<file path="src/hdl/i2cbc_pkg.sv">
// types and constants for the i2c bus-clear sequencer
// used by i2c_bus_clear_sequencer; no dependencies
`default_nettype none

package i2cbc_pkg;

    localparam int PULSE_LIMIT_DEF  = 9;
    localparam int HALF_W           = 16;
    localparam int TIMER_W          = 24;
    localparam int CNT_W            = 4;
    localparam int APB_DW           = 32;
    localparam int APB_AW           = 3;

    localparam logic [HALF_W-1:0]  HALF_RST    = 16'd5;
    localparam logic [TIMER_W-1:0] TIMEOUT_RST = 24'd1000;

    typedef enum logic [0:0] {
        REG_HALF_PERIOD = 1'b0,
        REG_TIMEOUT     = 1'b1
    } t_reg_idx;

    typedef enum logic [3:0] {
        PH_IDLE         = 4'd0,
        PH_WAIT_INIT    = 4'd1,
        PH_PULSE_LOW    = 4'd2,
        PH_WAIT_PULSE   = 4'd3,
        PH_PULSE_HIGH   = 4'd4,
        PH_STOP_SCL_LOW = 4'd5,
        PH_STOP_SDA_LOW = 4'd6,
        PH_STOP_WAIT    = 4'd7,
        PH_STOP_HOLD    = 4'd8,
        PH_STOP_REL     = 4'd9
    } t_phase;

    typedef struct packed {
        logic start_req;
        logic sda_level;
        logic scl_level;
    } t_in_word;

    typedef struct packed {
        logic             scl_pull_low;
        logic             sda_pull_low;
        logic             busy_res;
        logic             done_res;
        logic             status;
        logic [CNT_W-1:0] pulses_sent;
    } t_out_word;

endpackage

`default_nettype wire

</file>
<file path="src/hdl/i2c_bus_clear_sequencer.sv">
// i2c bus-clear sequencer: one output word for each input word accepted
// output valid the cycle after accept; 1 input word per cycle unless stalled
// the phase, pulse count and tick timer advance in the same cycle as the accept
// sync active-low reset: idle, count and timer cleared, registers at defaults
// depends on i2cbc_pkg
`default_nettype none

module i2c_bus_clear_sequencer #(
    parameter int PULSE_LIMIT = i2cbc_pkg::PULSE_LIMIT_DEF
) (
    input  wire                                 i_clk,
    input  wire                                 i_rst_n,
    input  wire                                 i_in_valid,
    output logic                                o_in_ready,
    input  wire i2cbc_pkg::t_in_word            i_in_word,
    output logic                                o_out_valid,
    input  wire                                 i_out_ready,
    output i2cbc_pkg::t_out_word                o_out_word,
    input  wire                                 psel,
    input  wire                                 penable,
    input  wire                                 pwrite,
    input  wire [i2cbc_pkg::APB_AW-1:0]         paddr,
    input  wire [i2cbc_pkg::APB_DW-1:0]         pwdata,
    output logic [i2cbc_pkg::APB_DW-1:0]        prdata,
    output logic                                pready
);

    localparam int HW = i2cbc_pkg::HALF_W;
    localparam int TW = i2cbc_pkg::TIMER_W;
    localparam int CW = i2cbc_pkg::CNT_W;
    localparam int DW = i2cbc_pkg::APB_DW;

    i2cbc_pkg::t_phase    r_phase, n_phase;
    logic [CW-1:0]        r_cnt, n_cnt;
    logic [TW-1:0]        r_timer, n_timer;
    logic [HW-1:0]        r_half;
    logic [TW-1:0]        r_timeout;
    logic                 r_out_valid;
    i2cbc_pkg::t_out_word r_out_word, n_word;

    logic                 in_acc;
    logic                 cfg_wr;
    i2cbc_pkg::t_reg_idx  reg_idx;
    logic [HW-1:0]        hp;
    logic [TW-1:0]        timer_inc;
    logic                 half_done;
    logic                 timed_out;
    logic                 done;
    logic                 stuck;

    assign o_in_ready  = !r_out_valid || i_out_ready;
    assign in_acc      = i_in_valid && o_in_ready;
    assign o_out_valid = r_out_valid;
    assign o_out_word  = r_out_word;
    assign pready      = 1'b1;
    assign cfg_wr      = psel && penable && pwrite;
    assign reg_idx     = i2cbc_pkg::t_reg_idx'(paddr[2]);

    always_comb begin
        unique case (reg_idx)
            i2cbc_pkg::REG_HALF_PERIOD: prdata = DW'(r_half);
            i2cbc_pkg::REG_TIMEOUT:     prdata = DW'(r_timeout);
            default:                    prdata = '0;
        endcase
    end

    always_ff @(posedge i_clk) begin
        if (!i_rst_n) begin
            r_half    <= i2cbc_pkg::HALF_RST;
            r_timeout <= i2cbc_pkg::TIMEOUT_RST;
        end else if (cfg_wr) begin
            unique case (reg_idx)
                i2cbc_pkg::REG_HALF_PERIOD: r_half    <= pwdata[HW-1:0];
                i2cbc_pkg::REG_TIMEOUT:     r_timeout <= pwdata[TW-1:0];
                default: ;
            endcase
        end
    end

    assign hp        = (r_half == '0) ? HW'(1) : r_half;
    assign timer_inc = r_timer + TW'(1);
    assign half_done = timer_inc >= TW'(hp);
    assign timed_out = r_timer >= r_timeout;

    always_comb begin
        n_phase = r_phase;
        n_cnt   = r_cnt;
        n_timer = r_timer;
        done    = 1'b0;
        stuck   = 1'b0;
        unique case (r_phase) inside
            i2cbc_pkg::PH_IDLE: begin
                if (i_in_word.start_req) begin
                    n_cnt   = '0;
                    n_phase = i2cbc_pkg::PH_WAIT_INIT;
                    n_timer = '0;
                end
            end
            i2cbc_pkg::PH_WAIT_INIT: begin
                if (i_in_word.scl_level) begin
                    if (i_in_word.sda_level) begin
                        done = 1'b1;
                    end else begin
                        n_cnt   = CW'(1);
                        n_phase = i2cbc_pkg::PH_PULSE_LOW;
                        n_timer = '0;
                    end
                end else if (timed_out) begin
                    done  = 1'b1;
                    stuck = 1'b1;
                end else begin
                    n_timer = timer_inc;
                end
            end
            i2cbc_pkg::PH_WAIT_PULSE, i2cbc_pkg::PH_STOP_WAIT: begin
                if (i_in_word.scl_level) begin
                    n_phase = (r_phase == i2cbc_pkg::PH_WAIT_PULSE) ?
                              i2cbc_pkg::PH_PULSE_HIGH : i2cbc_pkg::PH_STOP_HOLD;
                    n_timer = '0;
                end else if (timed_out) begin
                    done  = 1'b1;
                    stuck = 1'b1;
                end else begin
                    n_timer = timer_inc;
                end
            end
            i2cbc_pkg::PH_PULSE_HIGH: begin
                n_timer = timer_inc;
                if (half_done) begin
                    n_timer = '0;
                    if (!i_in_word.sda_level && (r_cnt < CW'(PULSE_LIMIT))) begin
                        n_cnt   = r_cnt + CW'(1);
                        n_phase = i2cbc_pkg::PH_PULSE_LOW;
                    end else begin
                        n_phase = i2cbc_pkg::PH_STOP_SCL_LOW;
                    end
                end
            end
            i2cbc_pkg::PH_PULSE_LOW, i2cbc_pkg::PH_STOP_SCL_LOW,
            i2cbc_pkg::PH_STOP_SDA_LOW, i2cbc_pkg::PH_STOP_HOLD: begin
                n_timer = timer_inc;
                if (half_done) begin
                    n_timer = '0;
                    unique case (r_phase)
                        i2cbc_pkg::PH_PULSE_LOW:    n_phase = i2cbc_pkg::PH_WAIT_PULSE;
                        i2cbc_pkg::PH_STOP_SCL_LOW: n_phase = i2cbc_pkg::PH_STOP_SDA_LOW;
                        i2cbc_pkg::PH_STOP_SDA_LOW: n_phase = i2cbc_pkg::PH_STOP_WAIT;
                        default:                    n_phase = i2cbc_pkg::PH_STOP_REL;
                    endcase
                end
            end
            i2cbc_pkg::PH_STOP_REL: begin
                n_timer = timer_inc;
                if (half_done) begin
                    done  = 1'b1;
                    stuck = !(i_in_word.sda_level && i_in_word.scl_level);
                end
            end
            default: begin
                n_phase = i2cbc_pkg::PH_IDLE;
                n_timer = '0;
            end
        endcase

        if (done) begin
            n_phase = i2cbc_pkg::PH_IDLE;
            n_timer = '0;
        end

        n_word.scl_pull_low = (n_phase == i2cbc_pkg::PH_PULSE_LOW) ||
                              (n_phase == i2cbc_pkg::PH_STOP_SCL_LOW) ||
                              (n_phase == i2cbc_pkg::PH_STOP_SDA_LOW);
        n_word.sda_pull_low = (n_phase == i2cbc_pkg::PH_STOP_SDA_LOW) ||
                              (n_phase == i2cbc_pkg::PH_STOP_WAIT) ||
                              (n_phase == i2cbc_pkg::PH_STOP_HOLD);
        n_word.busy_res     = (n_phase != i2cbc_pkg::PH_IDLE);
        n_word.done_res     = done;
        n_word.status       = done && stuck;
        n_word.pulses_sent  = n_cnt;
    end

    always_ff @(posedge i_clk) begin
        if (!i_rst_n) begin
            r_phase <= i2cbc_pkg::PH_IDLE;
            r_cnt   <= '0;
            r_timer <= '0;
        end else if (in_acc) begin
            r_phase <= n_phase;
            r_cnt   <= n_cnt;
            r_timer <= n_timer;
        end
    end

    always_ff @(posedge i_clk) begin
        if (!i_rst_n) begin
            r_out_valid <= 1'b0;
        end else if (in_acc) begin
            r_out_valid <= 1'b1;
        end else if (i_out_ready) begin
            r_out_valid <= 1'b0;
        end
    end

    always_ff @(posedge i_clk) begin
        if (in_acc) begin
            r_out_word <= n_word;
        end
    end

endmodule

`default_nettype wire
</file>
<file path="config.mk">
export PLATFORM = sky130hd
export DESIGN_NAME = i2c_bus_clear_sequencer
export DESIGN_NICKNAME = d
export VERILOG_FILES = /design/src/hdl/i2cbc_pkg.sv /design/src/hdl/i2c_bus_clear_sequencer.sv
export SDC_FILE = /design/constraint.sdc
export NUM_CORES = 1
export LEC_CHECK = 0
export BUFFER_PORTS_ARGS = -buffer_cell sky130_fd_sc_hd__buf_4
export CAP_MARGIN = 20
export CORE_ASPECT_RATIO = 1.1
export CORE_MARGIN = 2
export CORE_UTILIZATION = 58
export DETAILED_ROUTE_END_ITERATION = 8
export HOLD_SLACK_MARGIN = 0.1
export PLACE_DENSITY = 0.83
export SYNTH_ARGS = -nofsm -noshare
export SYNTH_HDL_FRONTEND = slang
export SYNTH_SLANG_ARGS = --single-unit
export TNS_END_PERCENT = 5
</file>
<file path="constraint.sdc">
create_clock -name i_clk -period 4.95 [get_ports i_clk]
set_clock_uncertainty 0.1 [all_clocks]
set_input_delay 0.2475 -clock i_clk [delete_from_list [all_inputs] [get_ports i_clk]]
set_output_delay 0.2475 -clock i_clk [all_outputs]
set_load 0.005 [all_outputs]
</file>
==> results.sh <==
export IMPL_die_area_sq_um=10650
export IMPL_drtPass1Iterations=5
export IMPL_syn_cell_area_sq_um=5705
export IMPL_cp_num_buf_inv=1
export IMPL_root_buffer="clkbuf_8"
export IMPL_reg2reg_to="r_timer[11]$_SDFFE_PN0P_"
export IMPL_grt_pass1_wl_um=24610
export IMPL_cp_cell_sequence="ha_1, nand3_4, or2_1, nor2_1, nand3_1, xnor2_1, ha_1, nand4_1, or3_1, or4_1, o2111ai_2, nor3_4, o21a_1, buf_4, o211ai_1, o22ai_1"
export IMPL_power_density_nw_per_um2=215.8
export IMPL_worst_r2r_path_depth=16
export IMPL_p_leak_uw=0.002700
export IMPL_place_gp_congestion=0.9011
export IMPL_drtAntennaViolNets=0
export IMPL_fin_tns_setup_ns=0
export IMPL_critPathMaxFanout=18
export IMPL_pwr_share_comb_pct=12.3
export IMPL_clock_sinks=82
export IMPL_finalWirelength_um=15130
export IMPL_place_hpwl_um=10500
export IMPL_p_int_uw=1084
export IMPL_clk_latency_ns=0.36
export IMPL_synthDistinctLibCells=74
export IMPL_ys_seq_area_share_pct=30.35
export IMPL_setup_violations=0
export IMPL_hold_end="r_timeout[8]$_SDFFE_PN1P_"
export IMPL_fin_crit_ns=4.654
export IMPL_ios=89
export IMPL_grt_pass1_vias=5324
export IMPL_p_sw_uw=363.8
export IMPL_start_util_pct=60.41
export IMPL_p_clk_share_pct=39.7
export IMPL_start_kind="register"
export IMPL_drive_above_1_share_pct=15.19
export IMPL_drtIter0Drc=475
export IMPL_cts_tree="yes"
export IMPL_yosysWarnings=0
export IMPL_fp_row_count=37
export IMPL_core_area_sq_um=9444
export IMPL_die_h_um=108.0
export IMPL_placed_cell_area_sq_um=6180
export IMPL_min_path_type="input pin to register"
export IMPL_syn_area_per_cell_sq_um=7.638
export IMPL_critPathArrivalTime_ns=4.78
export IMPL_synth_top_area_share_pct=25.61
export IMPL_layoutNonFillerInstCount=940
export IMPL_crit_family="simple AND/OR/NAND/NOR gates"
export IMPL_cts_buffer_depth=2
export IMPL_sw_frac_of_total_pct=25.13
export IMPL_placed_cells=895
export IMPL_syn2layout_area_growth_pct=17.59
export IMPL_diodes=0
export IMPL_grt_overflow=0
export IMPL_synthFlopType="dfxtp_1"
export IMPL_drc=0
export IMPL_max_cap_viol_count=0
export IMPL_hold_violations=0
export IMPL_status="completed"
export IMPL_whs_path_depth=2
export IMPL_port_buffers=69
export IMPL_peakVddDrop_v=0.0001869
export IMPL_vias_per_cell=6.066
export IMPL_pwr_share_seq_pct=48.0
export IMPL_min_from="i_rst_n"
export IMPL_fin_crit_sh_pct=94.03
export IMPL_final_nets=906
export IMPL_htree_levels=3
export IMPL_die_width_um=98.57
export IMPL_tightest_slew_ns=1.037
export IMPL_criticalPathCategory="register to register"
export IMPL_syn_inst=747
export IMPL_grt_max_degree=49
export IMPL_synth_edf_count=9
export IMPL_route_vias_total=5702
export IMPL_stdcell_area_sq_um=6709
export IMPL_grt_use_total_pct=27.82
export IMPL_synthTopCellsByArea="dfxtp_1 (26%), ha_1 (9.4%), nand2_1 (9.0%)"
export IMPL_crit_start="r_timer[0]$_SDFFE_PN0P_"
export IMPL_slowest_stage="or4_1"
export IMPL_post_cts_buffers=0
export IMPL_cts_buffers=9
export IMPL_max_freq_mhz=214.9
export IMPL_clk_pin_slew_ns=0.08
export IMPL_reg2reg_from="r_timer[0]$_SDFFE_PN0P_"
export IMPL_slew_headroom_pct=30.35
export IMPL_critPathCaptureType="register"
export IMPL_reg2reg_slack_ns=0.30
export IMPL_antenna_found_initial=0
export IMPL_ys_ff_latch=82
export IMPL_yosysTopAreaCell="dfxtp_1"
export IMPL_grt_setup_unrepaired="no"
export IMPL_async_flop_share_pct=0
export IMPL_required_ns=5.08
export IMPL_slew_viol_final=0
export IMPL_slowest_delay_ns=0.51
export IMPL_path_common_cell="ha_1"
export IMPL_routedWlPerCell_um=16.09
metrics by stage:
stage,hold WS (ns),util (%),total power (uW),setup slack (ns)
5_1_grt,0.1223,71.04,1495,0.02954
3_5_place_dp,0.3472,65.43,864.6,0.3119
6_report,0.1158,71.04,1448,0.2957
3_3_place_gp,0.3448,65.43,859.9,0.5036
4_1_cts,0.1071,70.75,1444,0.3019
2_1_floorplan,0.2717,-,802.8,1.018
synthesized netlist by cell type, types with 8 or more instances:
cell      count
o21ai_0      33
o211ai_1     16
nor2_1       38
xor2_1        8
dfxtp_1      73
a21oi_1      74
xnor2_1       8
nand2_1     137
edfxtp_1      9
and2_1       10
nor3_1       17
clkbuf_1     29
or3_1         9
a31oi_1       8
buf_4        10
inv_1        46
o22ai_1      16
nand4_1      16
nand2b_1      9
nand3_1      24
ha_1         43
sequential cells by signal (all words and copies together), names as in the netlist:
name,cells
o_out_valid,1
o_out_word,9
r_cnt,4
r_half,16
r_phase,4
r_timeout,24
r_timer,24
layout make-up:
type                            instances  area, sq um
Multi-Input combinational cell        571         3547
Timing Repair Buffer                  105        858.3
Sequential cell                        82         1732
Inverter                               49        183.9
Fill cell                             729         2735
Clock inverter                          2        36.28
Clock buffer                           14        205.2
Tap cell                              117        146.4
how the worst max path moves through the flow:
stage / end / slack, ns / depth (start not counted)
after floorplan: o_out_word[8]$_DFFE_PP_ / 1.02 / 16
after global placement: r_timer[11]$_SDFFE_PN0P_ / 0.50 / 16
after detailed placement: r_timer[11]$_SDFFE_PN0P_ / 0.31 / 16
after CTS: r_timer[11]$_SDFFE_PN0P_ / 0.30 / 16
after global routing: r_timer[10]$_SDFFE_PN0P_ / 0.03 / 16
final: r_timer[11]$_SDFFE_PN0P_ / 0.30 / 16
logic make-up after synthesis:
logic type	count (synthesis)	share of synthesized area, %
buffers and inverters	101	7.982
AOI/OAI and AO/OA	204	23.25
and+or+nand+nor	296	25.75
xor gates and xnor gates	16	2.456
DFF	82	30.35
adders and majority gates	43	9.430
other	2	0.1316
muxes	3	0.6578
timing repair:
item | in CTS | in global routing
gates resized for setup | 0 | 0
hold buffers | 26 | 0
endpoints found under the hold margin | 41 | 0
placed cells by master, fill, tap and decap left out, drive strengths merged, types with 16 or more instances in the layout:
cell type / synthesis / layout
inv: 46 / 47
o211ai: 22 / 22
dlygate4sd3: 0 / 26
o21ai: 36 / 36
a21oi: 79 / 79
ha: 43 / 43
nand3: 26 / 26
buf: 22 / 78
dfxtp: 73 / 73
o22ai: 16 / 16
nand2: 137 / 137
nand4: 18 / 18
nor3: 19 / 19
nor2: 39 / 39
power by group through the flow:
| stage | registers, uW | clock network (uW) | logic [uW] |
|---|---|---|---|
| 4_1_cts | 694 | 578 | 172 |
| 5_1_grt | 697 | 608 | 191 |
| 6_report | 695 | 575 | 178 |
| 2_1_floorplan | 707 | 0 | 95.9 |
| 3_5_place_dp | 710 | 0 | 155 |
| 3_3_place_gp | 709 | 0 | 151 |
metal layers:
metal / routed length, um / GRT usage (%) / up-vias
met5: 0 / 0 / -
met4: 435 / 12.04 / 0
met3: 861 / 2.844 / 39
met2: 7539 / 49.47 / 236
met1: 6289 / 34.24 / 2655
li1: - / - / 2772
Power figures use the tool's default switching activity.
